### src/rtl/core/blur_7x7_stream_defines.svh
// ----------------------------------------------------------------------------
// blur_7x7_stream assertion macros
// Concurrent checks used at the end of the top level; empty under SYNTH.
// ----------------------------------------------------------------------------
`ifndef BLUR_7X7_STREAM_DEFINES_SVH
`define BLUR_7X7_STREAM_DEFINES_SVH

`ifndef SYNTH
// same-cycle implication
`define BL7_ASSERT_IMP(label, clk, rst_n, ante, cons) \
    label: assert property (@(posedge clk) disable iff (!(rst_n)) (ante) |-> (cons)) \
        else $error("blur_7x7_stream: same-cycle check failed");
// next-cycle implication
`define BL7_ASSERT_NXT(label, clk, rst_n, ante, cons) \
    label: assert property (@(posedge clk) disable iff (!(rst_n)) (ante) |=> (cons)) \
        else $error("blur_7x7_stream: next-cycle check failed");
`else
`define BL7_ASSERT_IMP(label, clk, rst_n, ante, cons)
`define BL7_ASSERT_NXT(label, clk, rst_n, ante, cons)
`endif

`endif

### src/rtl/core/bl7_pkg.sv
// ----------------------------------------------------------------------------
// bl7_pkg
// Shared constants, kernel tables and helper functions for the 7x7 blur.
// ----------------------------------------------------------------------------
`default_nettype none

package bl7_pkg;

    localparam int MAX_WIDTH_DEF = 1024;
    localparam int WINDOW_DEF    = 7;

    localparam int PIX_W      = 8;
    localparam int CFG_W      = 11;
    localparam int ROW_W      = 11;
    localparam int CFG_RST    = 512;
    localparam int MIN_SIZE   = 7;
    localparam int HEIGHT_CAP = 1024;

    localparam int PADDR_W = 3;
    localparam int PDATA_W = 32;

    localparam int FIFO_AW    = 3;
    localparam int FIFO_DEPTH = 1 << FIFO_AW;

    localparam int WT_W    = 6;
    localparam int MAGIC_W = 18;

    typedef logic [PIX_W-1:0] t_pix;

    typedef enum logic {
        REG_WIDTH  = 1'b0,
        REG_HEIGHT = 1'b1
    } t_reg_idx;

    typedef struct packed {
        logic [PIX_W-1:0] blurred;
        logic             frame_end;
    } t_res;

    localparam logic [WT_W-1:0] K7 [7][7] = '{
        '{6'd1, 6'd1, 6'd1, 6'd2, 6'd1, 6'd1, 6'd1},
        '{6'd1, 6'd1, 6'd2, 6'd2, 6'd2, 6'd1, 6'd1},
        '{6'd1, 6'd2, 6'd3, 6'd3, 6'd3, 6'd2, 6'd1},
        '{6'd2, 6'd2, 6'd3, 6'd4, 6'd3, 6'd2, 6'd2},
        '{6'd1, 6'd2, 6'd3, 6'd3, 6'd3, 6'd2, 6'd1},
        '{6'd1, 6'd1, 6'd2, 6'd2, 6'd2, 6'd1, 6'd1},
        '{6'd1, 6'd1, 6'd1, 6'd2, 6'd1, 6'd1, 6'd1}
    };

    localparam logic [WT_W-1:0] K5 [5][5] = '{
        '{6'd1,  6'd4,  6'd7,  6'd4,  6'd1},
        '{6'd4,  6'd16, 6'd26, 6'd16, 6'd4},
        '{6'd7,  6'd26, 6'd41, 6'd26, 6'd7},
        '{6'd4,  6'd16, 6'd26, 6'd16, 6'd4},
        '{6'd1,  6'd4,  6'd7,  6'd4,  6'd1}
    };

    localparam logic [WT_W-1:0] K3 [3][3] = '{
        '{6'd1, 6'd2, 6'd1},
        '{6'd2, 6'd4, 6'd2},
        '{6'd1, 6'd2, 6'd1}
    };

    // window radius picked by the window parameter
    function automatic int rad_of(int window);
        if (window >= 6) begin
            return 3;
        end
        if (window >= 4) begin
            return 2;
        end
        return 1;
    endfunction

    function automatic int kern_wt(int rad, int i, int j);
        if (rad == 3) begin
            return int'(K7[i][j]);
        end
        if (rad == 2) begin
            return int'(K5[i][j]);
        end
        return int'(K3[i][j]);
    endfunction

    function automatic int kern_sum(int rad);
        int s;
        s = 0;
        for (int i = 0; i < 2 * rad + 1; i++) begin
            for (int j = 0; j < 2 * rad + 1; j++) begin
                s = s + kern_wt(rad, i, j);
            end
        end
        return s;
    endfunction

    // reciprocal of the kernel divisor: q = (acc * magic) >> shift, exact over acc range
    function automatic int div_magic(int rad);
        if (rad == 3) begin
            return 99865;
        end
        if (rad == 2) begin
            return 245821;
        end
        return 1;
    endfunction

    function automatic int div_shift(int rad);
        if (rad == 3) begin
            return 23;
        end
        if (rad == 2) begin
            return 26;
        end
        return 4;
    endfunction

endpackage

`default_nettype wire

### src/rtl/core/bl7_outq.sv
// ----------------------------------------------------------------------------
// bl7_outq
// Small result queue between the arithmetic pipeline and the output port.
// ----------------------------------------------------------------------------
`default_nettype none

module bl7_outq import bl7_pkg::*; (
    input  logic i_clk,
    input  logic i_rst_n,
    input  logic i_push,
    input  t_res i_data,
    input  logic i_pop,
    output logic o_valid,
    output t_res o_data
);

    t_res               r_buf [FIFO_DEPTH];
    logic [FIFO_AW-1:0] r_wp;
    logic [FIFO_AW-1:0] r_rp;
    logic [FIFO_AW:0]   r_cnt;

    always_ff @(posedge i_clk) begin
        if (i_push) begin
            r_buf[r_wp] <= i_data;
        end
    end

    always_ff @(posedge i_clk) begin
        if (!i_rst_n) begin
            r_wp  <= '0;
            r_rp  <= '0;
            r_cnt <= '0;
        end else begin
            if (i_push) begin
                r_wp <= r_wp + 1'b1;
            end
            if (i_pop) begin
                r_rp <= r_rp + 1'b1;
            end
            r_cnt <= r_cnt + (FIFO_AW+1)'(i_push) - (FIFO_AW+1)'(i_pop);
        end
    end

    assign o_valid = (r_cnt != '0);
    assign o_data  = r_buf[r_rp];

endmodule

`default_nettype wire
### config.mk
export PLATFORM = sky130hd
export DESIGN_NAME = bl7_outq
export DESIGN_NICKNAME = d
export VERILOG_FILES = /design/src/rtl/core/blur_7x7_stream_defines.svh /design/src/rtl/core/bl7_pkg.sv /design/src/rtl/core/bl7_outq.sv
export SDC_FILE = /design/constraint.sdc
export NUM_CORES = 1
export LEC_CHECK = 0
export ABC_CLOCK_PERIOD_IN_PS = 4800
export CAP_MARGIN = 30
export CORE_MARGIN = 10
export CORE_UTILIZATION = 30
export CTS_CLUSTER_SIZE = 20
export DETAILED_ROUTE_END_ITERATION = 8
export DONT_BUFFER_PORTS = 1
export SLEW_MARGIN = 0
export SYNTH_ARGS = -nofsm -noshare
export SYNTH_HDL_FRONTEND = slang
export SYNTH_SLANG_ARGS = --single-unit
### constraint.sdc
create_clock -name i_clk -period 4.8 [get_ports i_clk]
set_input_delay 0.48 -clock i_clk [delete_from_list [all_inputs] [get_ports i_clk]]
set_output_delay 0.48 -clock i_clk [all_outputs]
set_load 0.01 [all_outputs]
==> impl_metrics.ini <==
[outcome]
status = complete, no violations

[timing]
timing.fmax_ghz = 0.389
setup_viol = 0
maxSlewHeadroom = 0.327
rsz0062_at_grt = false
min_period_over_period = 0.535
slew_violations = 0
worst_slew_pin_slew_ns = 1.01
hold_viol_final = 0
fin_setup_tns_ns = 0
skew_ns = 0.00533
layout_min_cycle_time_ns = 2.57

[detailed_routing]
wl_per_cell_um = 17.5
wl_um = 5710
dr.pass1.iters = 4
route.vias.total = 1491
post-route-drc-count = 0
vias_per_cell = 4.56
drt-initial-drc-count = 59
drt.antenna.violating_nets = 0

[clock_network]
clkSinkCount = 85
numCtsBuffers = 9
cts_resized = 0
postCtsHoldBufs = 0
htreeDepth = 3
root_buffer = clkbuf_16
cts_tree = done
worstSkewPairLatency_ns = 0.33
clock_path_buffers = 2
clkTransAtPathRegs_ns = 0.06
post_cts_buffers = 0

[synthesis]
synthDistinctLibCells = 24
syn_avg_cell_area_um2 = 19.9
yosysWarnings = 0
synth-compound-area-share = 0.00367
syn_nets = 192
synth_area_um2 = 3410
async_flop_share = 0
yosys.area_share.simple = 0.0422
yosysSeqAreaShare = 0.711
yosys-mux-area-fraction = 0.177
ys.flop_type = edfxtp_1
synthAdderAreaFrac = 0.0316
synth_edf_count = 72
synth_xor_area_frac = 0.0128
syn_inst = 171
ys_ff_latch = 85
synth_top_family_by_area = multiplexers

[finish]
nets = 203
design_area_um2 = 3900
fin_util = 0.355
diodes = 0
ff_latch_area_um2 = 2420
fillCellCount = 1000
layout_commonest_cell = edfxtp_1
drive_above_1_share = 0.144
layout_common_cells = 72 x edfxtp_1, 18 x mux4_1, 13 x dfxtp_1
final_cells = 327
multiInputGateArea_um2 = 912
area_growth_syn_to_layout_pct = 14.3

[min_path]
min_from = i_data[1]
min_path_cells = 0
min_path_type = input pin to flop
hold-path-endpoint = r_buf[2][1]

[floorplan]
io_pins = 23
core_um2 = 11000
start_util = 0.310
die_h_um = 127
fp.dieArea_um2 = 16000
rows = 38
die_width_um = 127

[place]
place.gp.congestion = 0.683
io_buffers = 0
placed_area_um2 = 3560
dpl.hpwl_um = 3660
dpl.cell_count = 308

[pwr]
ir_drop_v = 0.000198
cellLeakagePower_nw = 1.31
power_density_nw_per_um2 = 439

[critical_path]
rrSetupSlack_ns = 3.08
required_ns = 4.32
timing.rr.start = r_wp[0]
cp.arrival_ns = 2.09
worstPathMaxFanout = 10
max_stage_delay_ns = 0.64
cp.buffers_inverters = 1
worstSetupEndpointType = output port
start_kind = flop
r2r.worst_path.cells = 2
worst_path_max_delay_cell = dfxtp_1
worstPathCellList = buf_8 -> mux4_1 -> mux2_2
path_delay_family = multiplexers
crit_type = flop to output port
reg2reg_to = r_buf[3][7]

[global_route]
use_met3 = 0.0379
grt_antenna_before_repair = 0
busiest_layer = met2
grt_pass1_wl_um = 9080
met2_usage = 0.123
grt.overflow.total = 0
grt_util_all_layers = 0.0766
grt_max_degree = 19
grt_pass1_vias = 1593
grt.met1_usage = 0.0828

[flow_run]
cap_viol_max_count = 0
## logic make-up (layout without fill, tap and decap cells)
group | Yosys count | count (layout)
compound gates | 2 | 2
simple gates | 28 | 28
mux | 30 | 30
buf+inv | 13 | 29
xor+xnor | 5 | 5
fa+ha+maj | 8 | 8
flops | 85 | 85
## cells in the mapped netlist, drive strengths merged, types with 2 or more instances
cell | n | share of area
xor2 | 2 | 0.0051
and2 | 7 | 0.013
nor2 | 6 | 0.0066
nand2 | 5 | 0.0055
nor3 | 2 | 0.0029
dfxtp | 13 | 0.076
ha | 7 | 0.026
buf | 4 | 0.012
edfxtp | 72 | 0.63
nand2b | 4 | 0.0073
clkbuf | 2 | 0.0022
mux4 | 18 | 0.14
mux2 | 9 | 0.030
xnor2 | 3 | 0.0077
inv | 7 | 0.0077
nor2b | 3 | 0.0055
mux2i | 3 | 0.0088
## how the worst max path moves through the flow
stage	slack (ns)	from	endpoint	cells past startpoint
global route	2.10	flop	o_data[8]	3
CTS	1.95	flop	o_data[3]	2
floorplan	2.93	flop	o_data[0]	4
global placement	2.33	flop	o_data[3]	2
detailed placement	2.32	flop	o_data[3]	2
finish	2.23	flop	o_data[8]	3
## worst register-to-register path: cells and delay by family, from the launching register on
kind / cells / cell delay (ns)
DFF: 1 / 0.45
and+or+nand+nor: 2 / 0.88
## power by group
| group | switching, mW | internal (mW) | leakage [nW] |
|---|---|---|---|
| Combinational | 0.0706 | 0.0813 | 0.399 |
| Clock | 0.253 | 0.452 | 0.145 |
| Sequential | 0.0194 | 0.834 | 0.761 |
## routing by layer
layer,wire length (um),share of wire,up-vias
li1,-,-,699
met1,2390,0.42,751
met2,2800,0.49,29
met3,411,0.072,12
met4,106,0.019,0
met5,0,0,-
## cell type report
type	instances	share of cell area
clock buffers	11	0.0597
clock inverters	5	0.0193
inverters	7	0.00674
multi-input cells	73	0.234
flip-flops and latches	85	0.622
well taps	140	0.0450
repair buffers	6	0.0135
## flip-flops by register name (all words and copies together), names as in the netlist, named ones only
| register | count |
|---|---|
| r_cnt | 4 |
| r_buf | 72 |
| r_wp | 3 |
| r_rp | 3 |
## through the flow
stage / setup slack, ns / power [mW] / hold WS, ns
after floorplan: 2.93 / 0.995 / 0.512
after detailed placement: 2.32 / 1.02 / 0.555
after global placement: 2.33 / 1.02 / 0.540
after CTS: 1.95 / 1.74 / 0.224
after global routing: 2.10 / 1.80 / 0.224
final: 2.23 / 1.71 / 0.242
No activity file was read; power rests on OpenSTA's default activity.
