<file path="src/rtl/core/blur_7x7_stream_defines.svh">
// ----------------------------------------------------------------------------
// blur_7x7_stream assertion macros
// Concurrent checks used at the end of the top level; empty under SYNTH.
// ----------------------------------------------------------------------------
`ifndef BLUR_7X7_STREAM_DEFINES_SVH
`define BLUR_7X7_STREAM_DEFINES_SVH

`ifndef SYNTH
// same-cycle implication
`define BL7_ASSERT_IMP(label, clk, rst_n, ante, cons) \
    label: assert property (@(posedge clk) disable iff (!(rst_n)) (ante) |-> (cons)) \
        else $error("blur_7x7_stream: same-cycle check failed");
// next-cycle implication
`define BL7_ASSERT_NXT(label, clk, rst_n, ante, cons) \
    label: assert property (@(posedge clk) disable iff (!(rst_n)) (ante) |=> (cons)) \
        else $error("blur_7x7_stream: next-cycle check failed");
`else
`define BL7_ASSERT_IMP(label, clk, rst_n, ante, cons)
`define BL7_ASSERT_NXT(label, clk, rst_n, ante, cons)
`endif

`endif

</file>
<file path="src/rtl/core/bl7_pkg.sv">
// ----------------------------------------------------------------------------
// bl7_pkg
// Shared constants, kernel tables and helper functions for the 7x7 blur.
// ----------------------------------------------------------------------------
`default_nettype none

package bl7_pkg;

    localparam int MAX_WIDTH_DEF = 1024;
    localparam int WINDOW_DEF    = 7;

    localparam int PIX_W      = 8;
    localparam int CFG_W      = 11;
    localparam int ROW_W      = 11;
    localparam int CFG_RST    = 512;
    localparam int MIN_SIZE   = 7;
    localparam int HEIGHT_CAP = 1024;

    localparam int PADDR_W = 3;
    localparam int PDATA_W = 32;

    localparam int FIFO_AW    = 3;
    localparam int FIFO_DEPTH = 1 << FIFO_AW;

    localparam int WT_W    = 6;
    localparam int MAGIC_W = 18;

    typedef logic [PIX_W-1:0] t_pix;

    typedef enum logic {
        REG_WIDTH  = 1'b0,
        REG_HEIGHT = 1'b1
    } t_reg_idx;

    typedef struct packed {
        logic [PIX_W-1:0] blurred;
        logic             frame_end;
    } t_res;

    localparam logic [WT_W-1:0] K7 [7][7] = '{
        '{6'd1, 6'd1, 6'd1, 6'd2, 6'd1, 6'd1, 6'd1},
        '{6'd1, 6'd1, 6'd2, 6'd2, 6'd2, 6'd1, 6'd1},
        '{6'd1, 6'd2, 6'd3, 6'd3, 6'd3, 6'd2, 6'd1},
        '{6'd2, 6'd2, 6'd3, 6'd4, 6'd3, 6'd2, 6'd2},
        '{6'd1, 6'd2, 6'd3, 6'd3, 6'd3, 6'd2, 6'd1},
        '{6'd1, 6'd1, 6'd2, 6'd2, 6'd2, 6'd1, 6'd1},
        '{6'd1, 6'd1, 6'd1, 6'd2, 6'd1, 6'd1, 6'd1}
    };

    localparam logic [WT_W-1:0] K5 [5][5] = '{
        '{6'd1,  6'd4,  6'd7,  6'd4,  6'd1},
        '{6'd4,  6'd16, 6'd26, 6'd16, 6'd4},
        '{6'd7,  6'd26, 6'd41, 6'd26, 6'd7},
        '{6'd4,  6'd16, 6'd26, 6'd16, 6'd4},
        '{6'd1,  6'd4,  6'd7,  6'd4,  6'd1}
    };

    localparam logic [WT_W-1:0] K3 [3][3] = '{
        '{6'd1, 6'd2, 6'd1},
        '{6'd2, 6'd4, 6'd2},
        '{6'd1, 6'd2, 6'd1}
    };

    // window radius picked by the window parameter
    function automatic int rad_of(int window);
        if (window >= 6) begin
            return 3;
        end
        if (window >= 4) begin
            return 2;
        end
        return 1;
    endfunction

    function automatic int kern_wt(int rad, int i, int j);
        if (rad == 3) begin
            return int'(K7[i][j]);
        end
        if (rad == 2) begin
            return int'(K5[i][j]);
        end
        return int'(K3[i][j]);
    endfunction

    function automatic int kern_sum(int rad);
        int s;
        s = 0;
        for (int i = 0; i < 2 * rad + 1; i++) begin
            for (int j = 0; j < 2 * rad + 1; j++) begin
                s = s + kern_wt(rad, i, j);
            end
        end
        return s;
    endfunction

    // reciprocal of the kernel divisor: q = (acc * magic) >> shift, exact over acc range
    function automatic int div_magic(int rad);
        if (rad == 3) begin
            return 99865;
        end
        if (rad == 2) begin
            return 245821;
        end
        return 1;
    endfunction

    function automatic int div_shift(int rad);
        if (rad == 3) begin
            return 23;
        end
        if (rad == 2) begin
            return 26;
        end
        return 4;
    endfunction

endpackage

`default_nettype wire

</file>
<file path="src/rtl/core/bl7_cell.sv">
// ----------------------------------------------------------------------------
// bl7_cell
// One window column: holds a vertical strip of pixels, passes it to the next
// column on shift, and registers its masked, weighted column sum.
// ----------------------------------------------------------------------------
`default_nettype none

module bl7_cell import bl7_pkg::*; #(
    parameter int RAD   = 3,
    parameter int COL   = 0,
    parameter int ACC_W = 15
) (
    input  logic                          i_clk,
    input  logic                          i_shift,
    input  logic [2*RAD:0][PIX_W-1:0]     i_col,
    input  logic [2*RAD:0]                i_row_ok,
    input  logic                          i_col_ok,
    output logic [2*RAD:0][PIX_W-1:0]     o_col,
    output logic [ACC_W-1:0]              o_sum
);

    localparam int SPAN = 2 * RAD + 1;

    logic [SPAN-1:0][PIX_W-1:0] r_col;
    logic [ACC_W-1:0]           r_sum;
    logic [ACC_W-1:0]           n_sum;

    // entry j is the row RAD-j below the center; this cell is column RAD-COL right of it
    always_comb begin
        n_sum = '0;
        for (int j = 0; j < SPAN; j++) begin
            if (i_row_ok[j] && i_col_ok) begin
                n_sum = n_sum + ACC_W'(r_col[j])
                        * ACC_W'(kern_wt(RAD, 2 * RAD - j, 2 * RAD - COL));
            end
        end
    end

    always_ff @(posedge i_clk) begin
        if (i_shift) begin
            r_col <= i_col;
        end
        r_sum <= n_sum;
    end

    assign o_col = r_col;
    assign o_sum = r_sum;

endmodule

`default_nettype wire

</file>
<file path="config.mk">
export PLATFORM = sky130hd
export DESIGN_NAME = bl7_cell
export DESIGN_NICKNAME = d
export VERILOG_FILES = /design/src/rtl/core/blur_7x7_stream_defines.svh /design/src/rtl/core/bl7_pkg.sv /design/src/rtl/core/bl7_cell.sv
export SDC_FILE = /design/constraint.sdc
export NUM_CORES = 1
export LEC_CHECK = 0
export ABC_AREA = 1
export BUFFER_PORTS_ARGS = -buffer_cell sky130_fd_sc_hd__buf_2
export CAP_MARGIN = 20
export CORE_UTILIZATION = 50
export DETAILED_ROUTE_END_ITERATION = 7
export GPL_TIMING_DRIVEN = 1
export PLACE_DENSITY = 0.77
export SLEW_MARGIN = 20
export SYNTH_ARGS = -nofsm -noshare
export SYNTH_HDL_FRONTEND = slang
export SYNTH_SLANG_ARGS = --single-unit
</file>
<file path="constraint.sdc">
create_clock -name i_clk -period 28.3 [get_ports i_clk]
set_input_delay 2.83 -clock i_clk [delete_from_list [all_inputs] [get_ports i_clk]]
set_output_delay 2.83 -clock i_clk [all_outputs]
set_load 0.05 [all_outputs]
</file>
==> impl_summary.txt, run 1 <==
----------------------------------------------------
[Synth]
  Area share of the largest cell type after synthesis ... 0.283
  Cell Area, Synth ... 6020 µm²
  Sequential cell area fraction in the yosys report ... 0.329
  Flip-flop and latch count after synthesis ... 71
  Dominant cell type by area after synthesis ... sky130_fd_sc_hd__ha_1
  Syn Inst Count ... 636
  Fraction of synthesis flops using an asynchronous set or reset pin ... 0
  Number of enable flip-flop cells after synthesis ... 56
  Synth unique cells ... slightly above 40
  Primary flip-flop cell chosen by synthesis mapping ... sky130_fd_sc_hd__edfxtp_1
  Most frequently used cell type in the post-synthesis netlist ... sky130_fd_sc_hd__ha_1
  Post-synthesis area per instance ... 9.46 µm²
  Main area contributors after synthesis ... sky130_fd_sc_hd__ha_1 28%, sky130_fd_sc_hd__edfxtp_1 28%, sky130_fd_sc_hd__nand2_1 7.8%
  Synth cell count leaders ... 136 x sky130_fd_sc_hd__ha_1, 125 x sky130_fd_sc_hd__nand2_1, 77 x sky130_fd_sc_hd__inv_1
  Total nets after synthesis ... about 850
  Warning count from the yosys run ... 0

[Min path]
  Number of cells traversed by the worst hold path ... 3
  Worst min-delay path category ... reg2reg

[Die]
  Die extent in x ... ~110 µm
  Standard cell core area ... 11600 µm²
  Number of placement rows ... 39
  Number of I/O pins ... 137
  Overall die height ... 112 µm
  Area of the die ... 12500 µm²
  Effective utilization at floorplan ... 0.520

[Placed design]
  Weighted congestion reported at the end of routability-driven placement ... 0.861
  Post-DP HPWL ... approximately 10 mm
  Number of port buffers ... approximately 140
  Placed Instance Area ... 6850 µm²

[STA]
  Final worst-path cycle share ... 0.467
  Total Neg Setup Slack ... 0 ns
  Hold Fails Final Rpt ... 0
  Max transition margin ... 0.516
  Setup repair after global routing missed its margin ... false
  Transition time at the pin with the least slew margin ... just over 0.7 ns
  Worst Hold Margin ... about 0.62 ns
  Post-layout min period ... roughly 13 ns
  Fmax ... between 0.07 and 0.08 GHz
  Final setup viols ... 0
  Setup clock skew after layout ... around 0.0055 ns
  Fin. max-slew vios ... 0

[Detailed routing]
  Detailed-route via count ... approximately 4800
  WL final ... 12.7 mm
  First-pass iteration count of the detailed router ... 7
  Number of design-rule violations left by the first detailed-router iteration ... roughly 140
  Count of antenna-violating nets left after detailed routing ... 0
  Drt via density ... between 5 and 6
  Total DRC errors in the routed layout ... 2
  WL/cell ... 13.7 µm

[Clock tree]
  Clock tree root driver cell ... sky130_fd_sc_hd__clkbuf_16
  CTS tree ... built
  CTS hold repair buffers ... 0
  Sinks on the clock net ... just over 70
  Post-CTS sizing ... 0
  Worst-Skew Late Latency ... between 0.3 and 0.4 ns
  Number of buffers inserted during clock tree synthesis ... 9
  Number of buffers on the longest clock path ... 2
  # H-tree levels ... 3
  Clock-pin slew on the worst setup and hold paths ... 0.06 ns
  Post-CTS setup buffer count ... 0

[Setup path]
  Nature of the critical path endpoint ... flop
  Crit Path Category ... in2reg
  Critical Path Start ... i_col_ok
  Critical path peak fanout ... 7
  Library cell contributing the largest single delay on the critical path ... sky130_fd_sc_hd__fa_1
  Worst EP arrival ... between 10 and 15 ns
  Critical R2R Capture ... o_sum[12]$_DFF_P_
  Worst setup SP type ... input pin
  Largest incremental delay on the critical path ... roughly 0.52 ns
  Cells on worst reg2reg path ... 50
  Most Frequent Cell on Critical Path ... sky130_fd_sc_hd__ha_1
  Timing endpoint of the critical path ... o_sum[12]$_DFF_P_
  Launch point of the worst reg-to-reg path ... o_col[1]$_DFFE_PP_
  Required time reported for the critical path endpoint ... roughly 29 ns
  R2r setup slk ... around 18 ns

[Outcome]
  Result of the run ... finished with violations
  Violated checks ... DRC

[Global route]
  Remaining Overflow, GRT ... 0
  Pin count of the biggest net entering global routing ... 57
  Global-route total usage across every layer ... 0.215
  Number of antenna violations at the first check in global routing ... 1
  Global-route wire length before repair ... roughly 21 mm
  Number of global-route vias before repair ... 4922

[Cells and area]
  Share of cells above drive strength 1 ... 0.243
  Layout Cell Area excl Fill ... ~7000 µm²
  Count of nets after finishing ... 992
  Layout Utilization ... 0.616
  Area growth, synth to finish ... 18.5%

[Power]
  Post-layout total power ... 0.000466 W
  Total power divided by cell area ... 65.4 nW/µm²
  P_leak ... just under 4 nW
  Worst IR drop on VDD ... 0.0000422 V

[Flow run]
  Max cap viols ... 0

----------------------------------------------------
## logic make-up after synthesis
family | after synthesis | share of synthesized area
compound gates | 85 | 0.0846
xor+xnor | 18 | 0.0262
fa+ha+maj | 149 | 0.326
buf+inv | 89 | 0.0580
flops | 71 | 0.329
other cells | 1 | 0.000623
simple gates | 223 | 0.175
## metrics by stage
| stage | worst slack [ns] | instances |
|---|---|---|
| final | 15.07 | 926 |
| after global placement | 15.16 | 909 |
| after CTS | 15.09 | 925 |
| after floorplan | 15.70 | 636 |
| after detailed placement | 14.78 | 909 |
| after global routing | 14.35 | 926 |
## critical path, delay by kind of cell
family	cells	cell delay (ns)
adder cells (fa/ha/maj)	22	7.03
XOR/XNOR	2	0.36
buffers and inverters	6	0.52
AND/OR/NAND/NOR	12	1.03
AO/OA/AOI/OAI	9	1.65
## cell type report
| class | count | area, µm² |
|---|---|---|
| Antenna cell | 1 | 2.50 |
| Clock buffer | 9 | 225 |
| Clock inverter | 7 | 53.8 |
| Fill cell | 943 | 4440 |
| Inverter | 82 | 313 |
| Multi-Input combinational cell | 476 | 3680 |
| Sequential cell | 71 | 1980 |
| Tap cell | 143 | 179 |
| Timing Repair Buffer | 137 | 688 |
## state kept, by name (all words and copies together) (netlist names)
name / flops
o_col: 56
o_sum: 15
## routing by layer
metal / GRT usage / share of wire
met5: 0 / 0
met3: 0.0528 / 0.044
met2: 0.391 / 0.51
met4: 0.0946 / 0.026
met1: 0.236 / 0.42
## how the worst min path moves through the flow
stage	start	to	slack [ns]
after floorplan	o_col[48]$_DFFE_PP_	o_sum[0]$_DFF_P_	0.95
after global placement	o_col[48]$_DFFE_PP_	o_sum[0]$_DFF_P_	0.61
after detailed placement	o_col[48]$_DFFE_PP_	o_sum[0]$_DFF_P_	0.61
after CTS	o_col[48]$_DFFE_PP_	o_sum[0]$_DFF_P_	0.63
after global routing	o_col[48]$_DFFE_PP_	o_sum[0]$_DFF_P_	0.67
final	o_col[48]$_DFFE_PP_	o_sum[0]$_DFF_P_	0.62
## power breakdown
group          switching, W  leakage, nW  internal, W  total (W)
clock network     0.0000406        0.137    0.0000664   0.000107
registers        0.00000581        0.673     0.000126   0.000132
logic              0.000147         3.12    0.0000799   0.000227
total              0.000193         3.93     0.000273   0.000466
## cell usage in the layout, fill, tap and decap left out, drive strengths merged
| cell | n |
|---|---|
| bufinv | 1 |
| dfxtp | 15 |
| o21bai | 3 |
| buf | 137 |
| a31oi | 15 |
| o21ai | 27 |
| conb | 1 |
| nand4 | 4 |
| or2 | 3 |
| inv | 80 |
| xnor2 | 8 |
| nor2 | 35 |
| clkbuf | 9 |
| fa | 13 |
| a21oi | 31 |
| diode | 1 |
| xor2 | 10 |
| nand3 | 34 |
| nand3b | 2 |
| ha | 136 |
| and2 | 2 |
| clkinv | 8 |
| a211oi | 1 |
| nand2 | 141 |
| a21o | 6 |
| nor3 | 2 |
| o22ai | 1 |
| o211ai | 1 |
| edfxtp | 56 |
(Power assumes the default switching activity.)
==> inputs of run 2 (changes only) <==
--- a/config.mk
+++ b/config.mk
@@ -5,13 +5,13 @@
 export SDC_FILE = /design/constraint.sdc
 export NUM_CORES = 1
 export LEC_CHECK = 0
-export ABC_AREA = 1
+export ABC_AREA = 0
 export BUFFER_PORTS_ARGS = -buffer_cell sky130_fd_sc_hd__buf_2
 export CAP_MARGIN = 20
 export CORE_UTILIZATION = 50
 export DETAILED_ROUTE_END_ITERATION = 7
 export GPL_TIMING_DRIVEN = 1
-export PLACE_DENSITY = 0.77
+export PLACE_DENSITY = 0.8
 export SLEW_MARGIN = 20
 export SYNTH_ARGS = -nofsm -noshare
 export SYNTH_HDL_FRONTEND = slang
==> constraint.sdc (replaced) <==
create_clock -name i_clk -period 11 [get_ports i_clk]
set_input_delay 1.1 -clock i_clk [delete_from_list [all_inputs] [get_ports i_clk]]
set_output_delay 1.1 -clock i_clk [all_outputs]
set_load 0.05 [all_outputs]
==> run 2 against run 1 <==
Effect of this change:
- global-route usage up 2.1 points
- die area up 0.67%
- the flow still finishes with violations (DRC)
- non-clock buffer count up 44
- highest routed layer unchanged
- flip-flop and latch count unchanged
- critical endpoint is now o_sum[11]$_DFF_P_
- synthesized cell count down 9.4%
- power rose to 3.3 times the previous value
==> impl_summary.txt, run 2 <==
----------------------------------------------------
[Synth]
  Post-synthesis area per instance ... between 10 and 15 µm²
  Most frequently used cell type in the post-synthesis netlist ... sky130_fd_sc_hd__ha_1
  Synth Area in Simple Gates ... 0.109
  Syn Inst Count ... around 580
  Sequential cell area fraction in the yosys report ... 0.327
  Dominant cell type by area after synthesis ... sky130_fd_sc_hd__ha_1
  Post-synthesis xor/xnor area fraction ... 0.0289
  Primary flip-flop cell chosen by synthesis mapping ... sky130_fd_sc_hd__edfxtp_1
  Warning count from the yosys run ... 0
  Total nets after synthesis ... just under 800
  Flip-flop and latch count after synthesis ... 71
  Synthesized-area fraction occupied by ao, oa, aoi and oai cells ... 0.131
  Combinational family with the most area after synthesis ... adder cells
  Main area contributors after synthesis ... sky130_fd_sc_hd__ha_1 28%, sky130_fd_sc_hd__edfxtp_1 28%, sky130_fd_sc_hd__dfxtp_1 5.0%
  Cell Area, Synth ... between 6000 and 7000 µm²
  Synth cell count leaders ... 136 x sky130_fd_sc_hd__ha_1, 60 x sky130_fd_sc_hd__nor2_1, 56 x sky130_fd_sc_hd__edfxtp_1
  Number of enable flip-flop cells after synthesis ... 56
  Fraction of synthesis flops using an asynchronous set or reset pin ... 0
  Area share of the largest cell type after synthesis ... 0.281
  Adder-Cell Fraction of Synth Area ... 0.324
  Synth unique cells ... 55
  Multiplexer share of the synthesized area ... 0.0454

[Placed design]
  Placed Instance Area ... between 7000 and 8000 µm²
  Post-DP HPWL ... 11.3 mm
  Number of port buffers ... between 100 and 150
  Weighted congestion reported at the end of routability-driven placement ... 0.826

[Clock tree]
  Number of buffers inserted during clock tree synthesis ... 9
  Sinks on the clock net ... between 70 and 80
  CTS hold repair buffers ... 0
  CTS tree ... built
  Worst-Skew Late Latency ... about 0.35 ns
  # H-tree levels ... 3
  Clock tree root driver cell ... sky130_fd_sc_hd__clkbuf_16
  Number of buffers on the longest clock path ... 2
  Clock-pin slew on the worst setup and hold paths ... around 0.06 ns

[STA]
  Fin. max-slew vios ... 0
  Max transition margin ... 0.509
  Post-layout min period ... 10.97 ns
  Worst Hold Margin ... about 0.63 ns
  Fmax ... 0.0912 GHz
  Hold Fails Final Rpt ... 0
  Setup clock skew after layout ... about 0.0054 ns
  Transition time at the pin with the least slew margin ... between 0.7 and 0.8 ns
  Final setup viols ... 0
  Final worst-path cycle share ... 0.997

[Cells and area]
  Number of flip-flops in the largest register ... 56
  Share of cells above drive strength 1 ... 0.397
  Number of fill cells in the layout ... 757
  Area growth, synth to finish ... 35.5%
  Layout Cell Area excl Fill ... 8210 µm²
  Commonest non-fill, non-tap cells in the layout ... 136 x sky130_fd_sc_hd__buf_2, 98 x sky130_fd_sc_hd__ha_1, 56 x sky130_fd_sc_hd__nor2_1, 56 x sky130_fd_sc_hd__edfxtp_1, 45 x sky130_fd_sc_hd__buf_4
  Count of nets after finishing ... 970
  Commonest non-fill, non-tap cell in the layout ... sky130_fd_sc_hd__buf_2

[Setup path]
  Number of buffer and inverter instances along the worst setup path ... 4
  Library cell contributing the largest single delay on the critical path ... sky130_fd_sc_hd__fa_1
  Worst setup SP type ... input pin
  Family with the most delay on the worst path ... adder cells
  Crit Path Category ... in2reg
  Worst EP arrival ... 11.18 ns
  Required time reported for the critical path endpoint ... approximately 11 ns
  Critical path peak fanout ... 4
  Largest incremental delay on the critical path ... ~0.58 ns
  Nature of the critical path endpoint ... flop
  Most Frequent Cell on Critical Path ... sky130_fd_sc_hd__ha_4

[Power]
  Total power divided by cell area ... 187 nW/µm²
  P_leak ... approximately 3.8 nW
  Worst IR drop on VDD ... about 0.00016 V

[Global route]
  Number of global-route vias before repair ... between 5000 and 6000
  Remaining Overflow, GRT ... 0
  Number of antenna violations at the first check in global routing ... 1
  Global-route total usage across every layer ... 0.237
  Pin count of the biggest net entering global routing ... 57
  Global-route wire length before repair ... around 23 mm

[Detailed routing]
  WL final ... around 16 mm
  Met2 WL post-DR ... 8.02 mm
  Total DRC errors in the routed layout ... 4
  Number of design-rule violations left by the first detailed-router iteration ... between 150 and 200
  Drt via density ... around 5.7
  Met1 WL ... 6.67 mm
  Detailed-route via count ... 5177
  Top routing layer in use ... met4
  Wire length on met3 ... approximately 720 µm
  Count of antenna-violating nets left after detailed routing ... 0
  First-pass iteration count of the detailed router ... 6
  WL/cell ... 17.7 µm

[Outcome]
  Result of the run ... finished with violations
  Violated checks ... DRC

[Die]
  Number of I/O pins ... ~140
  Standard cell core area ... about 12000 µm²
  Effective utilization at floorplan ... 0.522
  Overall die height ... about 110 µm
  Area of the die ... approximately 13000 µm²
  Number of placement rows ... 39
  Die extent in x ... ~110 µm

[Min path]
  Worst min-delay path category ... reg2reg

[Flow run]
  Max cap viols ... 0

----------------------------------------------------
-- run 2: cell types whose count changed in the layout (fill, tap and decap cells not counted), moves of 11 or more --
cell,before,now
sky130_fd_sc_hd__a21oi_1,30,13
sky130_fd_sc_hd__a31oi_1,14,3
sky130_fd_sc_hd__buf_4,1,45
sky130_fd_sc_hd__ha_1,136,98
sky130_fd_sc_hd__ha_4,0,36
sky130_fd_sc_hd__inv_1,77,38
sky130_fd_sc_hd__mux2_2,0,20
sky130_fd_sc_hd__nand2_1,125,27
sky130_fd_sc_hd__nand3_1,25,2
sky130_fd_sc_hd__nor2_1,32,56
-- run 2: area by class of cell --
type,instances,area (µm²),area share
Antenna cell,1,2.50,0.000305
Clock buffer,10,229,0.0279
Clock inverter,6,133,0.0162
Inverter,41,154,0.0188
Multi-Input combinational cell,451,4510,0.549
Sequential cell,71,1980,0.242
Tap cell,143,179,0.0218
Timing Repair Buffer,181,1020,0.124
-- run 2: through the flow --
stage,TNS [ns],total power [W],util,instances,setup slack (ns)
finish,0,0.00153,0.707,904,0.0347
global route,-0.807,0.00162,0.707,904,-0.240
CTS,-0.0124,0.00141,0.667,895,-0.0124
detailed placement,-1.65,0.00104,0.631,876,-0.448
global placement,-0.479,0.000991,0.631,876,-0.188
floorplan,0,0.000855,-,576,0.00211
-- run 2: kinds of logic (layout without fill, tap and decap cells) --
logic type	count (synthesis)	after routing
adders and majority gates	149	149
and+or+nand+nor	140	140
AOI/OAI and AO/OA	116	116
DFF	71	71
buffers and inverters	54	238
muxes	25	25
xor gates and xnor gates	20	20
other	1	2
-- run 2: what timing repair did --
action                     CTS  global route
buffers inserted             3             8
pin swaps                    5            48
resized for setup            4            68
setup endpoints to repair    4             6
-- run 2: power by group --
group / switching (W) / leakage (nW) / internal, W
clock network: 0.000113 / 0.173 / 0.000244
registers: 0.0000182 / 0.673 / 0.000326
logic: 0.000462 / 2.98 / 0.000367
total: 0.000593 / 3.83 / 0.000938
-- run 2: routing by layer --
| layer | track usage | up-vias |
|---|---|---|
| li1 | - | 2478 |
| met4 | 0.133 | 0 |
| met2 | 0.407 | 169 |
| met1 | 0.279 | 2480 |
| met3 | 0.0432 | 50 |
| met5 | 0 | - |
-- run 2: worst register-to-register path: cells and delay by family (launching register included) --
family	cells	cell delay [ns]
adders and majority gates	22	6.62
AOI/OAI and AO/OA	9	1.30
and+or+nand+nor	5	0.90
muxes	2	0.59
DFF	1	0.45
xor gates and xnor gates	3	0.42
buffers and inverters	3	0.16
-- run 2: final timing paths --
kind	from	endpoint	slack (ns)	depth (start not counted)
setup / recovery	i_row_ok[0]	o_sum[11]$_DFF_P_	0.03	45
hold / removal	o_col[48]$_DFFE_PP_	o_sum[0]$_DFF_P_	0.63	2
setup reg to reg	o_col[1]$_DFFE_PP_	o_sum[11]$_DFF_P_	0.44	44
hold reg to reg	o_col[48]$_DFFE_PP_	o_sum[0]$_DFF_P_	0.63	2
